[config.mk]
export PLATFORM = sky130hd
export DESIGN_NAME = wvm_mod_unit
export DESIGN_NICKNAME = d
export VERILOG_FILES = /design/src/rtl/wvm_pkg.sv /design/src/rtl/wvm_mod_unit.sv
export SDC_FILE = /design/constraint.sdc
export NUM_CORES = 1
export LEC_CHECK = 0
export BUFFER_PORTS_ARGS = -buffer_cell sky130_fd_sc_hd__buf_2
export CORE_AREA = 2 2 39 41
export DETAILED_ROUTE_END_ITERATION = 10
export DIE_AREA = 0 0 41 43
export PLACE_DENSITY = 0.7
export SYNTH_ARGS = -nofsm -noshare
export SYNTH_HDL_FRONTEND = slang
export SYNTH_SLANG_ARGS = --single-unit
[constraint.sdc]
create_clock -name clk_i -period 1.01 [get_ports clk_i]
set_input_delay 0.0505 -clock clk_i [delete_from_list [all_inputs] [get_ports clk_i]]
set_output_delay 0.0505 -clock clk_i [all_outputs]
set_load 0.05 [all_outputs]
[src/rtl/wvm_pkg.sv]
// ----------------------------------------------------------------------------
// Wavetable voice mixer package
// Shared widths, command and register codes, the control state type and the
// voice table entry layout.
// ----------------------------------------------------------------------------
package wvm_pkg;

  // Field widths of the item, result and configuration channels
  localparam int unsigned CMD_W      = 2;
  localparam int unsigned INDEX_W    = 9;
  localparam int unsigned SAMPLE_W   = 16;
  localparam int unsigned PHASE_W    = 32;
  localparam int unsigned GAIN_W     = 16;
  localparam int unsigned MIX_W      = 21;
  localparam int unsigned ACTIVE_W   = 5;
  localparam int unsigned CFG_IDX_W  = 2;
  localparam int unsigned CFG_DATA_W = 5;

  // Fixed-point details
  localparam int unsigned PHASE_INT_W = 16;  // integer part of a 16.16 phase
  localparam int unsigned FRAC_W      = 8;   // interpolation fraction bits
  localparam int unsigned GAIN_SHIFT  = 15;  // Q15 gain
  localparam int unsigned ACC_W       = 22;  // mix accumulator, one guard bit

  localparam logic [PHASE_W-1:0] PHASE_ONE = 32'h0001_0000;

  // Item commands (code 3 is unused)
  typedef enum logic [CMD_W-1:0] {
    CMD_WRITE_SAMPLE = 2'd0,
    CMD_WRITE_VOICE  = 2'd1,
    CMD_TICK         = 2'd2
  } cmd_e;

  // Configuration register indexes
  localparam logic [CFG_IDX_W-1:0] CFG_ACTIVE_VOICES = 2'd0;
  localparam logic [CFG_IDX_W-1:0] CFG_INTERPOLATE   = 2'd1;

  // Control sequencer
  typedef enum logic [1:0] {
    ST_IDLE,
    ST_SWRITE,
    ST_MIX,
    ST_DONE
  } state_e;

  // One voice table entry
  typedef struct packed {
    logic [PHASE_W-1:0] phase;
    logic [PHASE_W-1:0] step;
    logic [GAIN_W-1:0]  gain;
  } voice_t;

endpackage

[src/rtl/wvm_mod_unit.sv]
// ----------------------------------------------------------------------------
// Wavetable voice mixer address reduction
// Two-stage pipeline giving x modulo DEPTH for a 16-bit x: a reciprocal
// multiply yields the exact quotient, then quotient times DEPTH is removed.
// ----------------------------------------------------------------------------
module wvm_mod_unit import wvm_pkg::*; #(
  parameter int unsigned DEPTH = 512
) (
  input  logic                     clk_i,
  input  logic                     rst_ni,
  input  logic                     valid_i,
  input  logic [PHASE_INT_W-1:0]   x_i,
  output logic                     valid_o,
  output logic [$clog2(DEPTH)-1:0] rem_o
);

  localparam int unsigned AW   = $clog2(DEPTH);
  localparam int unsigned XW   = PHASE_INT_W;
  localparam int unsigned SH   = XW + AW;
  localparam int unsigned MW   = XW + 2;
  localparam int unsigned PW   = XW + MW;
  localparam longint unsigned RECIP = ((64'd1 << SH) + DEPTH - 1) / DEPTH;
  localparam logic [MW-1:0]   RECIP_V = MW'(RECIP);
  localparam logic [31:0]     DEPTH_V = 32'(DEPTH);

  logic          v1_q, v2_q;
  logic [XW-1:0] x1_q, quo1_q;
  logic [AW-1:0] rem2_q;
  logic [PW-1:0] qprod;
  logic [31:0]   back;

  // Quotient: floor(x * ceil(2^SH / DEPTH) / 2^SH) is exact for any 16-bit x
  assign qprod = PW'(x_i) * PW'(RECIP_V);
  // Quotient times depth, subtracted in the second stage
  assign back  = 32'(quo1_q) * DEPTH_V;

  always_ff @(posedge clk_i or negedge rst_ni) begin
    if (!rst_ni) begin
      v1_q <= 1'b0;
      v2_q <= 1'b0;
    end else begin
      v1_q <= valid_i;
      v2_q <= v1_q;
    end
  end

  always_ff @(posedge clk_i) begin
    x1_q   <= x_i;
    quo1_q <= XW'(qprod >> SH);
    rem2_q <= AW'(32'(x1_q) - back);
  end

  assign valid_o = v2_q;
  assign rem_o   = rem2_q;

endmodule

Word level (Yosys, flattened, before mapping). Index checks and enable logic that the tools add are counted.

Add/subtract/negate cells: 1.

Operators by type and width (count): $sub 9x1->9 const B (1).

Register bits: 20. Output and inout port bits: 10. Word-level logic and storage cells: 5.

Logic depth before layout (Yosys ltp). Gate-level depths: netlist (run 1).

Depth after elaboration: 1. Mapped depth: 0. Gate-level depth less buffers: 0.

Worst setup path after synthesis (run 1). OpenSTA, ideal clock, no wires.

Kind: register to output. Start point: register rem2_q[0], in the netlist rem_o[0]. End point: output port rem_o[0]. Arrival: 0.587 ns. Required time: 0.959 ns. Path slack: 0.372 ns. Cell stages (with the launch flop): 1. Path through: dfxtp_1.

RTL lines: start: declaration (line wvm_mod_unit.sv:28) `logic [AW-1:0] rem2_q;`; start signal: assignment (line wvm_mod_unit.sv:50) `rem2_q <= AW'(32'(x1_q) - back);`; end: declaration (line wvm_mod_unit.sv:14) `output logic [$clog2(DEPTH)-1:0] rem_o`.

No word-level cell between the ends.

Final worst setup path (run 1).
Start point: register rem2_q[4], in the netlist rem_o[4]. End point: output port rem_o[4].

No word-level cell between the ends.

==> flow_summary_export.csv, run 1 <==
group,metric,value,unit
routing,antenna_left,0,
die,io_pins,29,
timing,slew_headroom,0.830,
synth,synth_area_leader_cell,"dfxtp_1",
routing,wl_per_cell,8.08,um
critical_path,critPathMaxFanout,1,
synth,synth_area_leaders,"dfxtp_1 88%, dfrtp_1 12%",
timing,period_minus_slack,912,ps
cells_and_area,num_antenna_cells,0,
synth,ys_types,2,
timing,clock_skew,0.532,ps
clock_network,postCtsSetupBuffers,0,
routing,first_pass_iters,2,
critical_path,worstPathArrival,860,ps
place,numPortBuffers,21,
power,peakVddDrop,0.594,mV
die,die_area,0.00176,mm2
critical_path,path_class,"flop to output pin",
cells_and_area,multi_input_area,0,um2
power,p_sw,0.295,mW
clock_network,h-tree-depth,1,
die,placementRows,14,
critical_path,cp-start-kind,"flop",
place,place.gp.congestion,0.578,
synth,avgSynthCellArea,20.5,um2
cells_and_area,fin_nets,76,
cells_and_area,fill_cells,128,
clock_network,cts_tree,"built",
routing,via_count,263,
critical_path,crit_required,960,ps
clock_network,cts_max_path_buffers,2,
global_routing,overflow,0,
global_routing,grt_pass1_wl,765,um
synth,synth_cells,20,
run_status,outcome,"finished, final reports clean",
routing,viasPerCell,3.65,
cells_and_area,multi_input_comb_cells,0,
critical_path,startpoint,"rem_o[4]",
power,comb_power_share,0.111,
timing,final_max_slew_viol_count,0,
timing,fmax,1100,MHz
critical_path,path_buf_inv,1,
timing,hold_violations,0,
synth,synth_seq_cells,20,
clock_network,clk_latency,280,ps
critical_path,reg2reg_to,"valid_o",
timing,post-route-period-util,0.903,
timing,finalSetupViolations,0,
power,p_leak,0.319,nW
power,p_per_area,1990,mW/mm2
routing,drc_errors,0,
critical_path,slowest_stage,"dfxtp_1",
power,clock_power_share,0.260,
clock_network,cts_made_buffers,3,
critical_path,endpoint_kind,"output pin",
synth,syn-num-nets,39,
die,initial_core_util,0.297,
power,fin_total_pwr,1.34,mW
clock_network,clkTransAtPathRegs,90,ps
global_routing,antenna_found_initial,0,
power,switching_share,0.221,
job,maxCapViolations,0,
timing,fin_setup_tns,0,ps
critical_path,cp_cell_sequence,"buf_2",
hold_path,hold_path_class,"input pin to async pin",
power,p_int,1.04,mW
cells_and_area,drive_gt1_frac,0.429,
clock_network,cts-root-buf,"clkbuf_4",
global_routing,grt_max_degree,12,
die,die_height,43,um
routing,drt-total-wl,582,um
critical_path,r2r_slack,530,ps
synth,netlist.area_leader.share,0.878,
power,seqPwrFrac,0.629,
synth,yosysWarningCount,0,
critical_path,crit_family,"flip-flops",
routing,detail_route.iter0.violations,1,
critical_path,rr_worst_depth,0,
clock_network,numClockSinks,20,
die,fp.dieW,41,um
critical_path,regToRegStartpoint,"v1_q",
global_routing,grt_pass1_vias,226,
synth,syn_area,410,um2
global_routing,grt_usage,0.0722,
die,core_area,0.00138,mm2
critical_path,max_stage_delay,320,ps
timing,grt_setup_unrepaired,"false",
timing,tightestPinTransition,257,ps
synth,ys_seq_area_frac,1.00,
cells_and_area,syn_to_final_growth,63.7,%
## logic make-up (layout without fill, tap and decap cells)
kind of cell	after synthesis	after routing	share of synthesized area
buffers and inverters	0	36	0
DFF	20	20	1.00
## routing by layer
layer	wire length, um	track usage	up-vias
li1	-	-	133
met1	224	0.0604	117
met2	309	0.106	13
met3	48	0.0209	0
met4	0	0.100	0
met5	0	0	-
## worst max-delay path by stage
stage / to / slack, ps / cells after the start
after floorplan: rem_o[0] / 370 / 0
after global routing: valid_o / 30 / 1
after global placement: valid_o / 410 / 1
final: rem_o[4] / 100 / 1
after CTS: rem_o[4] / 80 / 1
after detailed placement: rem_o[4] / 410 / 1
## layout by cell type (no fill, tap or decap)
master         count
dlygate4sd3_1     11
clkbuf_4           3
clkbuf_1           1
dfrtp_1            2
dfxtp_1           18
buf_2             21
## synth_stat cells, drive strengths merged
| cell | count |
|---|---|
| dfxtp | 18 |
| dfrtp | 2 |
## repair_timing
action,CTS,global route
resized for setup,0,0
endpoints found under the hold margin,12,0
hold buffers,11,0
endpoints found under the setup margin,0,0
## cell type report
class | instances | area [um2] | area share
Tap cell | 16 | 20.0 | 0.0298
Timing Repair Buffer | 32 | 215 | 0.320
Sequential cell | 20 | 410 | 0.611
Clock buffer | 4 | 26.3 | 0.0391
## sequential cells by signal, indices dropped and copies added, names as in the netlist
signal   cells
rem_o        9
x1_q         9
v1_q         1
valid_o      1
## per-stage QoR
step / area (um2) / std cells / util / hold WS [ps] / setup WS, ps
floorplan: 410 / 20 / - / -245 / 372
global placement: 536 / 57 / 0.387 / -166 / 412
detailed placement: 536 / 57 / 0.387 / -161 / 409
CTS: 672 / 72 / 0.486 / 60.3 / 79.3
global route: 672 / 72 / 0.486 / 74.6 / 26.1
finish: 672 / 72 / 0.486 / 70.3 / 98.0
## power groups by stage
stage	clock (mW)	sequential (mW)	combinational [mW]
2_1_floorplan	0	0.933	0
3_3_place_gp	0	0.857	0.115
3_5_place_dp	0	0.859	0.117
4_1_cts	0.364	0.841	0.149
5_1_grt	0.396	0.844	0.157
6_report	0.347	0.839	0.149
(Power assumes the default switching activity.)
==> inputs of run 2 (changes only) <==
- BUFFER_PORTS_ARGS: -buffer_cell sky130_fd_sc_hd__buf_2 -> unset
- CTS_CLUSTER_SIZE: unset -> 30
- DONT_BUFFER_PORTS: unset -> 1
- GPL_TIMING_DRIVEN: unset -> 0
- PLACE_DENSITY: 0.7 -> 0.51
==> run 2 against run 1 <==
- clock power up 5%
- worst hold slack improved by 230 ps
- die area did not move
- setup slack gained 48 ps
- core utilization fell by 6.0 points
- critical path depth is 1 lower
- register-to-register slack about the same
- clock skew is essentially flat
- largest power group unchanged
- sequential power rose by 10%
- via count shrank 25%
- combinational power is 75% lower
==> flow_summary_export.csv, run 2 (same netlist as run 1, synthesis figures left out) <==
group,metric,value,unit
job,maxCapViolations,0,
clock_network,cts-root-buf,"clkbuf_4",
die,core_area,0.00138,mm2
cells_and_area,multi_input_comb_cells,0,
place,numPortBuffers,0,
power,p_leak,0.239,nW
die,placementRows,14,
die,fp.dieW,41,um
cells_and_area,seq_area,423,um2
timing,grt_setup_unrepaired,"false",
cells_and_area,syn_to_final_growth,43.6,%
place,place.gp.congestion,0.587,
clock_network,h-tree-depth,1,
timing,period_minus_slack,864,ps
clock_network,cts_max_path_buffers,2,
routing,antenna_left,0,
critical_path,crit_required,960,ps
critical_path,critPathMaxFanout,1,
place,place_area,430,um2
critical_path,r2r_slack,540,ps
global_routing,overflow,0,
power,peakVddDrop,1.19,mV
timing,clock_skew,0.317,ps
run_status,outcome,"finished, final reports clean",
timing,fmax,1160,MHz
routing,drt-total-wl,529,um
power,comb_power_share,0.028,
cells_and_area,multi_input_area,0,um2
routing,first_pass_iters,2,
cells_and_area,layout_commonest_cell,"dlygate4sd3_1",
critical_path,worstPathArrival,810,ps
routing,viasPerCell,3.79,
global_routing,grt_pass1_vias,198,
critical_path,endpoint_kind,"output pin",
die,io_pins,29,
global_routing,grt_usage,0.0790,
hold_path,hold_depth,1,
clock_network,cts_made_buffers,3,
timing,hold_violations,0,
clock_network,cts_tree,"built",
die,die_height,43,um
timing,tightestPinTransition,265,ps
power,seqPwrFrac,0.697,
global_routing,antenna_found_initial,0,
global_routing,grt_max_degree,12,
clock_network,clkTransAtPathRegs,100,ps
timing,slew_headroom,0.824,
routing,via_count,197,
timing,finalSetupViolations,0,
clock_network,postCtsSetupBuffers,0,
critical_path,path_depth,0,
routing,drc_errors,0,
cells_and_area,drive_gt1_frac,0.361,
timing,hold_ws,301,ps
die,die_area,0.00176,mm2
critical_path,rr_worst_depth,0,
hold_path,hold_path_class,"input pin to flop",
cells_and_area,fin_nets,56,
power,fin_total_pwr,1.32,mW
cells_and_area,num_antenna_cells,0,
cells_and_area,fill_cells,141,
routing,detail_route.iter0.violations,1,
cells_and_area,fin_area,589,um2
power,clock_power_share,0.275,
clock_network,clk_latency,290,ps
global_routing,grt_pass1_wl,834,um
timing,final_max_slew_viol_count,0,
cells_and_area,final_cell_mix,"12 x dlygate4sd3_1, 9 x dfxtp_2, 9 x dfxtp_1",
timing,post-route-period-util,0.855,
power,p_per_area,2250,mW/mm2
critical_path,cp-start-kind,"flop",
critical_path,path_class,"flop to output pin",
power,switching_share,0.230,
timing,fin_setup_tns,0,ps
die,initial_core_util,0.297,
routing,wl_per_cell,10.2,um
power,p_int,1.02,mW
clock_network,numClockSinks,20,
power,p_sw,0.304,mW
-- run 2: cell count changes in the layout (fill, tap and decap cells not counted), sizes merged --
cell,change
buf,-21
dlygate4sd3,+1
-- run 2: power by group through the flow --
stage	registers (mW)	logic [mW]	clock network [mW]
CTS	0.919	0.0369	0.389
global placement	0.937	0	0
floorplan	0.933	0	0
finish	0.923	0.0368	0.365
global route	0.929	0.0402	0.427
detailed placement	0.938	0	0
-- run 2: timing repair --
item | CTS | global route
hold buffers | 12 | 0
hold endpoints to repair | 12 | 0
resized for setup | 0 | 10
setup endpoints to repair | 0 | 10
-- run 2: cell type report --
cell class | count | area share
tap | 16 | 0.0340
sequential | 20 | 0.718
timing repair buffer | 12 | 0.204
clock buffer | 4 | 0.0446
-- run 2: per-layer routing --
| layer | vias to the layer above | routed length, um | global-route usage |
|---|---|---|---|
| met1 | 90 | 179 | 0.0728 |
| met3 | 0 | 90 | 0.0942 |
| li1 | 91 | - | - |
| met2 | 16 | 259 | 0.109 |
| met4 | 0 | 0 | 0.0200 |
| met5 | - | 0 | 0 |
-- run 2: path summary, 6_finish.rpt --
| path | start | endpoint |
|---|---|---|
| min reg2reg | x1_q[4] | rem_o[4] |
| max in group asynchronous | rst_ni | valid_o |
| max | valid_o | valid_o |
| min | x_i[6] | x1_q[6] |
| max reg2reg | v1_q | valid_o |
| min in group asynchronous | rst_ni | valid_o |
-- run 2: metrics by stage --
stage,util,setup slack [ps],cells
finish,0.426,146,52
CTS,0.417,18.4,52
detailed placement,0.311,350,36
floorplan,-,372,20
global route,0.426,97.0,52
global placement,0.311,358,36
